<file path="config.mk">
export PLATFORM = sky130hd
export DESIGN_NAME = buffer_frame_lru_mapper_top
export DESIGN_NICKNAME = d
export VERILOG_FILES = /design/src/sv/bflm_pkg.sv /design/src/sv/buffer_frame_lru_mapper_top.sv /design/src/sv/bflm_cell.sv
export SDC_FILE = /design/constraint.sdc
export NUM_CORES = 1
export LEC_CHECK = 0
export ABC_AREA = 1
export BUFFER_PORTS_ARGS = -buffer_cell sky130_fd_sc_hd__buf_2
export CELL_PAD_IN_SITES_DETAIL_PLACEMENT = 1
export CELL_PAD_IN_SITES_GLOBAL_PLACEMENT = 2
export CORE_MARGIN = 1.5
export CORE_UTILIZATION = 35
export CTS_CLUSTER_DIAMETER = 50
export CTS_CLUSTER_SIZE = 28
export DETAILED_ROUTE_END_ITERATION = 10
export GPL_TIMING_DRIVEN = 0
export PLACE_DENSITY = 0.79
export SYNTH_ARGS = -nofsm -noshare
export SYNTH_HDL_FRONTEND = slang
export SYNTH_HIERARCHICAL = 1
export SYNTH_SLANG_ARGS = --single-unit
export TNS_END_PERCENT = 20
</file>
<file path="constraint.sdc">
create_clock -name clk -period 6.8 [get_ports clk]
set_input_delay 0.34 -clock clk [delete_from_list [all_inputs] [get_ports clk]]
set_output_delay 0.34 -clock clk [all_outputs]
set_load 0.01 [all_outputs]
</file>
<file path="src/sv/bflm_pkg.sv">
// Shared constants and types for the buffer frame LRU mapper.
`default_nettype none

package bflm_pkg;

  localparam int POOL_FRAMES = 16;
  localparam int IDX_W       = $clog2(POOL_FRAMES);
  localparam int RANK_W      = IDX_W;
  localparam int CNT_W       = $clog2(POOL_FRAMES + 1);
  localparam int PAGE_W      = 31;
  localparam int FRAME_W     = 4;
  localparam int IN_W        = 32;
  localparam int OUT_W       = 40;

  localparam logic ACT_FETCH  = 1'b0;
  localparam logic ACT_CREATE = 1'b1;

  localparam logic [RANK_W-1:0] RANK_OLDEST = RANK_W'(POOL_FRAMES - 1);
  localparam logic [CNT_W-1:0]  CNT_FULL    = CNT_W'(POOL_FRAMES);

  typedef enum logic [2:0] {
    ST_IDLE,
    ST_MATCH,
    ST_PICK,
    ST_APPLY,
    ST_DONE
  } state_t;

  // Broadcast from the controller to every cell.
  typedef struct packed {
    logic [PAGE_W-1:0] page;
    logic              fetch;
    logic              full;
    logic              found;
    logic              match_en;
    logic              pick_en;
    logic              apply_en;
  } cell_cmd_t;

  // Recency state of the selected frame, gathered from the cells.
  typedef struct packed {
    logic [RANK_W-1:0] rank;
    logic              valid;
  } cell_bus_t;

  // Priority tokens passed from lower to higher frame index.
  typedef struct packed {
    logic hit;
    logic alloc;
  } chain_t;

  typedef struct packed {
    logic              sel;
    logic              valid;
    logic [RANK_W-1:0] rank;
    logic [PAGE_W-1:0] page;
  } cell_stat_t;

endpackage

`default_nettype wire

</file>
<file path="src/sv/buffer_frame_lru_mapper_top.sv">
// Top level: request sequencer, chain of frame cells and result register.
// m_tvalid rises after the request has passed the match, pick, apply and done steps;
// the done step holds until the output register is free, and no new input is taken before idle.
// The next input is taken while an earlier result still waits in the output register.
// Reset (rst, synchronous, active high) clears all valid bits, ranks and the used count.
`default_nettype none

module buffer_frame_lru_mapper_top (
  input  wire logic                        clk,
  input  wire logic                        rst,
  input  wire logic                        s_tvalid,
  output logic                             s_tready,
  input  wire logic [bflm_pkg::IN_W-1:0]   s_tdata,   // [30:0] page_id, [31] zero
  input  wire logic [0:0]                  s_tuser,   // [0] action
  output logic                             m_tvalid,
  input  wire logic                        m_tready,
  output logic [bflm_pkg::OUT_W-1:0]       m_tdata    // [3:0] frame, [4] hit, [5] evict_valid,
                                                      // [36:6] evict_page_id, [37] need_read,
                                                      // [38] need_zero, [39] zero
);

  bflm_pkg::state_t state;
  bflm_pkg::state_t state_next;

  logic                            act_q;
  logic [bflm_pkg::PAGE_W-1:0]     page_q;
  logic [bflm_pkg::CNT_W-1:0]      unused_count;
  logic                            found_q;
  logic                            full;
  logic                            out_free;

  bflm_pkg::cell_cmd_t             cmd;
  bflm_pkg::cell_bus_t             bus;
  bflm_pkg::chain_t                chain [bflm_pkg::POOL_FRAMES+1];
  bflm_pkg::cell_stat_t            stat  [bflm_pkg::POOL_FRAMES];

  logic [bflm_pkg::IDX_W-1:0]      sel_idx;
  logic [bflm_pkg::PAGE_W-1:0]     sel_page;
  logic [bflm_pkg::POOL_FRAMES-1:0] sel_vec;
  logic [bflm_pkg::POOL_FRAMES-1:0] valid_vec;

  logic [bflm_pkg::FRAME_W-1:0]    res_frame;
  logic                            res_hit;
  logic                            res_evict;
  logic [bflm_pkg::PAGE_W-1:0]     res_evict_page;
  logic                            res_read;
  logic                            res_zero;

  logic [bflm_pkg::FRAME_W-1:0]    out_frame;
  logic                            out_hit;
  logic                            out_evict;
  logic [bflm_pkg::PAGE_W-1:0]     out_evict_page;
  logic                            out_read;
  logic                            out_zero;

  assign full     = (unused_count == bflm_pkg::CNT_FULL);
  assign out_free = !m_tvalid || m_tready;

  // next state
  always_comb begin
    state_next = state;
    unique case (state)
      bflm_pkg::ST_IDLE:  if (s_tvalid) state_next = bflm_pkg::ST_MATCH;
      bflm_pkg::ST_MATCH: state_next = bflm_pkg::ST_PICK;
      bflm_pkg::ST_PICK:  state_next = bflm_pkg::ST_APPLY;
      bflm_pkg::ST_APPLY: state_next = bflm_pkg::ST_DONE;
      bflm_pkg::ST_DONE:  if (out_free) state_next = bflm_pkg::ST_IDLE;
      default:            state_next = bflm_pkg::ST_IDLE;
    endcase
  end

  // state outputs
  always_comb begin
    s_tready     = 1'b0;
    cmd.page     = page_q;
    cmd.fetch    = (act_q == bflm_pkg::ACT_FETCH);
    cmd.full     = full;
    cmd.found    = found_q;
    cmd.match_en = 1'b0;
    cmd.pick_en  = 1'b0;
    cmd.apply_en = 1'b0;
    unique case (state)
      bflm_pkg::ST_IDLE:  s_tready     = 1'b1;
      bflm_pkg::ST_MATCH: cmd.match_en = 1'b1;
      bflm_pkg::ST_PICK:  cmd.pick_en  = 1'b1;
      bflm_pkg::ST_APPLY: cmd.apply_en = 1'b1;
      bflm_pkg::ST_DONE:  ;
      default:            ;
    endcase
  end

  assign chain[0] = '0;

  for (genvar g = 0; g < bflm_pkg::POOL_FRAMES; g++) begin : g_cell
    bflm_cell u_cell (
      .clk       (clk),
      .rst       (rst),
      .cmd       (cmd),
      .bus       (bus),
      .chain_in  (chain[g]),
      .chain_out (chain[g+1]),
      .stat      (stat[g])
    );
    assign sel_vec[g]   = stat[g].sel;
    assign valid_vec[g] = stat[g].valid;
  end

  // gather the selected frame's state; exactly one cell is selected in apply
  always_comb begin
    bus.rank  = '0;
    bus.valid = 1'b0;
    sel_idx   = '0;
    sel_page  = '0;
    for (int i = 0; i < bflm_pkg::POOL_FRAMES; i++) begin
      if (stat[i].sel) begin
        bus.rank  = bus.rank | stat[i].rank;
        bus.valid = bus.valid | stat[i].valid;
        sel_idx   = sel_idx | bflm_pkg::IDX_W'(i);
        sel_page  = sel_page | stat[i].page;
      end
    end
  end

  always_ff @(posedge clk) begin
    if (rst) begin
      state        <= bflm_pkg::ST_IDLE;
      unused_count <= '0;
      found_q      <= 1'b0;
      m_tvalid     <= 1'b0;
    end else begin
      state <= state_next;
      if (state == bflm_pkg::ST_PICK) begin
        found_q <= chain[bflm_pkg::POOL_FRAMES].hit;
      end
      if (state == bflm_pkg::ST_APPLY && !found_q && !full) begin
        unused_count <= unused_count + bflm_pkg::CNT_W'(1);
      end
      if (state == bflm_pkg::ST_DONE && out_free) begin
        m_tvalid <= 1'b1;
      end else if (m_tready) begin
        m_tvalid <= 1'b0;
      end
    end
  end

  always_ff @(posedge clk) begin
    if (s_tvalid && s_tready) begin
      act_q  <= s_tuser[0];
      page_q <= s_tdata[bflm_pkg::PAGE_W-1:0];
    end
    if (state == bflm_pkg::ST_APPLY) begin
      res_frame      <= bflm_pkg::FRAME_W'(sel_idx);
      res_hit        <= found_q;
      res_evict      <= !found_q && full;
      res_evict_page <= (!found_q && full) ? sel_page : '0;
      res_read       <= !found_q && (act_q == bflm_pkg::ACT_FETCH);
      res_zero       <= !found_q && (act_q == bflm_pkg::ACT_CREATE);
    end
    if (state == bflm_pkg::ST_DONE && out_free) begin
      out_frame      <= res_frame;
      out_hit        <= res_hit;
      out_evict      <= res_evict;
      out_evict_page <= res_evict_page;
      out_read       <= res_read;
      out_zero       <= res_zero;
    end
  end

  assign m_tdata = {1'b0, out_zero, out_read, out_evict_page, out_evict, out_hit, out_frame};

  // frames are taken from the unused pool in order and never released
  a_used_count : assert property (@(posedge clk) disable iff (rst)
    $countones(valid_vec) == int'(unused_count))
    else $error("valid frame count differs from used count");

  a_one_sel : assert property (@(posedge clk) disable iff (rst)
    state == bflm_pkg::ST_APPLY |-> $onehot(sel_vec))
    else $error("apply step without exactly one selected frame");

  a_count_step : assert property (@(posedge clk) disable iff (rst)
    (state == bflm_pkg::ST_APPLY && !found_q && !full) |=>
      unused_count == $past(unused_count) + bflm_pkg::CNT_W'(1))
    else $error("used count did not advance on a fresh allocation");

  a_hit_found : assert property (@(posedge clk) disable iff (rst)
    (state == bflm_pkg::ST_APPLY && found_q) |-> bus.valid)
    else $error("hit selected a frame that is not valid");

endmodule

`default_nettype wire

</file>
<file path="src/sv/bflm_cell.sv">
// One frame slot: page tag, valid bit, recency rank and priority chain stage.
`default_nettype none

module bflm_cell (
  input  wire logic               clk,
  input  wire logic               rst,
  input  wire bflm_pkg::cell_cmd_t cmd,
  input  wire bflm_pkg::cell_bus_t bus,
  input  wire bflm_pkg::chain_t    chain_in,
  output bflm_pkg::chain_t         chain_out,
  output bflm_pkg::cell_stat_t     stat
);

  logic                          valid;
  logic [bflm_pkg::RANK_W-1:0]   rank;
  logic [bflm_pkg::PAGE_W-1:0]   page;
  logic                          match_q;
  logic                          win_hit_q;
  logic                          win_alloc_q;
  logic                          alloc_cand;
  logic                          sel;

  // Miss: first never-used frame, or the oldest frame once all are used.
  assign alloc_cand = cmd.full ? (valid && rank == bflm_pkg::RANK_OLDEST) : !valid;

  assign chain_out.hit   = chain_in.hit   | match_q;
  assign chain_out.alloc = chain_in.alloc | alloc_cand;

  assign sel = cmd.found ? win_hit_q : win_alloc_q;

  assign stat.sel   = sel;
  assign stat.valid = valid;
  assign stat.rank  = rank;
  assign stat.page  = page;

  always_ff @(posedge clk) begin
    if (rst) begin
      valid       <= 1'b0;
      rank        <= '0;
      match_q     <= 1'b0;
      win_hit_q   <= 1'b0;
      win_alloc_q <= 1'b0;
    end else begin
      if (cmd.match_en) begin
        match_q <= valid && cmd.fetch && (page == cmd.page);
      end
      if (cmd.pick_en) begin
        win_hit_q   <= match_q & !chain_in.hit;
        win_alloc_q <= alloc_cand & !chain_in.alloc;
      end
      if (cmd.apply_en) begin
        if (sel) begin
          rank  <= '0;
          valid <= 1'b1;
        end else if (valid && (!bus.valid || rank < bus.rank)) begin
          // age valid frames more recent than the touched one (all valid frames if it was unused)
          rank <= rank + bflm_pkg::RANK_W'(1);
        end
      end
    end
  end

  always_ff @(posedge clk) begin
    if (cmd.apply_en && sel) begin
      page <= cmd.page;
    end
  end

endmodule

`default_nettype wire

</file>
==> reports/results.md <==
| Quantity | This run | Unit |
| --- | --- | --- |
| Crit path arrival time | 7.00 | ns |
| Proportion of layout cells with a drive suffix above 1 | 11.7 | % |
| Residual antenna-violating net count after detailed routing | 0 | - |
| Logic depth of the worst setup path including buffers | 24 | - |
| Slew headroom | 8.17 | % |
| Horiz. Die Dim | 342 | um |
| Top-level I/O count | 79 | - |
| CTS root buffer | clkbuf_16 | - |
| Count of max-cap constraint violations | 0 | - |
| Clock H-tree levels | 3 | - |
| Fraction of power consumed by the clock network | 47.2 | % |
| Total routed wirelength | 164,000 | um |
| CTS tree | yes | - |
| Design internal power | 0.00922 | W |
| Cell Area, Synth | 0.0402 | mm2 |
| First-pass GRT wire length | 235,000 | um |
| Cts repair resizes | 0 | - |
| Vias in the first global route | 33,900 | - |
| Die area | 0.117 | mm2 |
| Hold Path Class | in -> reg | - |
| GRT Total Usage | 27.8 | % |
| Grt total ovfl | 0 | - |
| Maximum count of clock buffers along a single path | 3 | - |
| Syn avg cell area | 7.94 | um2 |
| Number of pins with negative max-slew slack in the final report | 0 | - |
| Sequential fraction of design power | 39.0 | % |
| Worst vdd ir | 0.000204 | V |
| Portion of the clock cycle consumed by the worst path in the final layout | 93.7 | % |
| Core area | 0.114 | mm2 |
| Final Hold Viols | 0 | - |
| Buf/Inv on CP | 2 | - |
| Clock period minus worst slack | 6.37 | ns |
| Via count | 34,400 | - |
| Post-place instance area | 0.0435 | mm2 |
| Initial DRT Pass Iterations | 6 | - |
| CP max FO | 6 | - |
| Number of buffers inserted during clock tree synthesis | 114 | - |
| RSZ-0062 raised after global routing | no | - |
| Setup crit end kind | flop | - |
| Hold path depth | 2 | - |
| Antenna violations before repair | 12 | - |
| Detail-routed net length per standard cell | 23.5 | um |
| Power per cell area | 271 | mW/mm2 |
| Worst Setup Slack post-DPL | -0.0298 | ns |
| Post-route standard cell area excluding fillers | 0.0483 | mm2 |
| Starting Density | 35.2 | % |
| Leakage power summed over all cells | 21.5 | nW |
| Cell family contributing the most delay on the critical path | simple AND/OR/NAND/NOR gates | - |
| Gate power share | 13.8 | % |
| Post-Route Utilization | 42.3 | % |
| Net switching power of the design | 0.00388 | W |
| Final weighted congestion in routability-driven placement | 0.886 | - |
| Required time reported for the critical path endpoint | 7.43 | ns |
| Number of rows created at floorplan | 124 | - |
| CP Class | reg -> reg | - |
| Delay contributed by the slowest stage of the critical path | 0.40 | ns |
| Number of cells traversed by the worst register-to-register path | 24 | - |
| Worst clock skew on the final layout | 0.0308 | ns |
| Layout fillers | 13,700 | - |
| Cell type with the highest occurrence count on the critical path | or2_2 | - |
| Startpoint Class | flop | - |
| Total DRC errors in the routed layout | 0 | - |
| Ordered cell list for the critical path | inv_1 > ha_1 > nand2_1 > nor2_4 > nand3_1 > o22ai_1 > or2_2 > or2_2 > or2_2 > or2_2 > or2_2 > or2_2 > or2_2 > or2_2 > or2_2 > or2_2 > or2_2 > or2_2 > or2_2 > or2_2 > or2_2 > inv_1 > nand2_1 > a21oi_1 | - |
| Slowest cell on the critical path | dfxtp_1 | - |
| Pin count of the biggest net entering global routing | 53 | - |
| Synth Warn # | 6 | - |
| Clock slew at the register clock pins of the worst setup and hold paths | 0.06 | ns |
| Slew of the pin with the lowest slew margin | 1.38 | ns |
| Estimated wirelength of the detail-placed design | 115,000 | um |
| Number of port buffers | 76 | - |
| Clk sink count | 744 | - |
| Switching part of the total power | 29.6 | % |
| Setup violators final | 0 | - |
| DRC violation total after the first TritonRoute iteration | 2,706 | - |
| Fmax | 0.157 | GHz |
| Worst-Skew Late Latency | 0.71 | ns |
| Area Growth Syn to Fin | 20.0 | % |
| Die Height | 342 | um |
| Total negative slack | 0 | ns |
| Overall power after layout | 0.0131 | W |
| Number of nets in the finished design | 5,470 | - |
| Outcome | completed | - |
| PnR worst setup slack | 0.429 | ns |
| Mean number of vias per cell | 4.93 | - |
| Post-synthesis cell count | 5,070 | - |
==> per-layer routing <==
metal / global-route usage [%] / vias up / wire [um]
met5: 0 / - / 0
met2: 44.8 / 909 / 75400
met4: 9.46 / 0 / 5190
li1: - / 16400 / -
met3: 3.13 / 184 / 8990
met1: 38.9 / 16900 / 74400
==> area by class of cell <==
cell class              count  area, um2  area share (%)
plain buffers             106        693            1.44
flip-flops and latches    744      21000            43.4
inverters                 692       2600            5.38
repair buffers            177       2120            4.38
clock buffers             131       3020            6.25
well taps                1512       1890            3.92
clock inverters            85        976            2.02
multi-input cells        3532      16000            33.2
diodes                      1       2.50         0.00518
==> power by group through the flow <==
| stage | Combinational [W] | Clock (W) | Sequential [W] |
|---|---|---|---|
| floorplan | 0.000842 | 0 | 0.00522 |
| global placement | 0.00159 | 0 | 0.00531 |
| detailed placement | 0.00170 | 0 | 0.00526 |
| CTS | 0.00173 | 0.00628 | 0.00516 |
| global route | 0.00194 | 0.00646 | 0.00513 |
| finish | 0.00181 | 0.00618 | 0.00512 |
==> sequential cells by signal, indices dropped and copies added, names as in the netlist, 3 cells and up <==
| register | flops |
|---|---|
| out_frame | 4 |
| g_cell.u_cell/win_alloc_q | 16 |
| res_frame | 4 |
| out_evict_page | 31 |
| g_cell.u_cell/win_hit_q | 16 |
| g_cell.u_cell/rank | 64 |
| res_evict_page | 31 |
| g_cell.u_cell/valid | 16 |
| g_cell.u_cell/page | 496 |
| page_q | 31 |
| g_cell.u_cell/match_q | 16 |
| unused_count | 5 |
| state | 3 |
==> path summary, 6_finish.rpt <==
| path | start | endpoint | slack (ns) |
|---|---|---|---|
| worst max register to register | unused_count[0]$_SDFFE_PP0P_ | g_cell[15].u_cell/win_alloc_q$_SDFFE_PP0P_ | 0.43 |
| worst min-delay path | rst | g_cell[15].u_cell/rank[2]$_SDFFE_PP0P_ | 0.19 |
| worst max-delay path | unused_count[0]$_SDFFE_PP0P_ | g_cell[15].u_cell/win_alloc_q$_SDFFE_PP0P_ | 0.43 |
| worst min register to register | res_evict_page[7]$_SDFFCE_PN0P_ | out_evict_page[7]$_DFFE_PP_ | 0.41 |
==> placed cells by master, fill, tap and decap left out, types with 10 or more instances in the layout <==
cell / count
inv_6: 22
o22ai_1: 16
nor3b_1: 16
clkbuf_1: 10
nor2_2: 11
inv_2: 40
nand3_1: 104
ha_1: 66
a21oi_1: 125
nand2_1: 1922
nand2_2: 73
clkinv_4: 15
bufinv_16: 12
clkbuf_16: 117
dfxtp_1: 137
edfxtp_1: 606
dlygate4sd3_1: 34
buf_16: 30
o21a_1: 17
o21ai_0: 98
clkinv_2: 10
nand4_1: 45
or2_2: 43
inv_1: 652
buf_2: 122
buf_4: 66
buf_12: 21
xor2_1: 44
xnor2_1: 161
nor2_1: 750
==> worst reg2reg max path: stages, from the launching register on <==
cell	delay, ns
dfxtp_1	0.40
inv_1	0.08
ha_1	0.20
nand2_1	0.25
nor2_4	0.12
nand3_1	0.11
o22ai_1	0.09
or2_2	0.31
or2_2	0.31
or2_2	0.33
or2_2	0.34
or2_2	0.33
or2_2	0.31
or2_2	0.31
or2_2	0.32
or2_2	0.31
or2_2	0.33
or2_2	0.32
or2_2	0.36
or2_2	0.32
or2_2	0.34
or2_2	0.31
inv_1	0.05
nand2_1	0.05
a21oi_1	0.11
==> per-stage QoR <==
step | hold slack, ns | instances
floorplan | 0.400 | 5073
global placement | 0.401 | 6661
detailed placement | 0.406 | 6710
CTS | 0.159 | 6961
global route | 0.208 | 6979
finish | 0.185 | 6980
==> what timing repair did <==
| item | 4_1_cts | 5_1_grt |
|---|---|---|
| gates cloned | 1 | 0 |
| hold buffers | 34 | 0 |
| setup endpoints to repair | 1 | 1 |
| pin swaps | 1 | 1 |
| buffers inserted | 0 | 3 |
| endpoints found under the hold margin | 35 | 0 |
No activity file was read; power rests on OpenSTA's default activity.
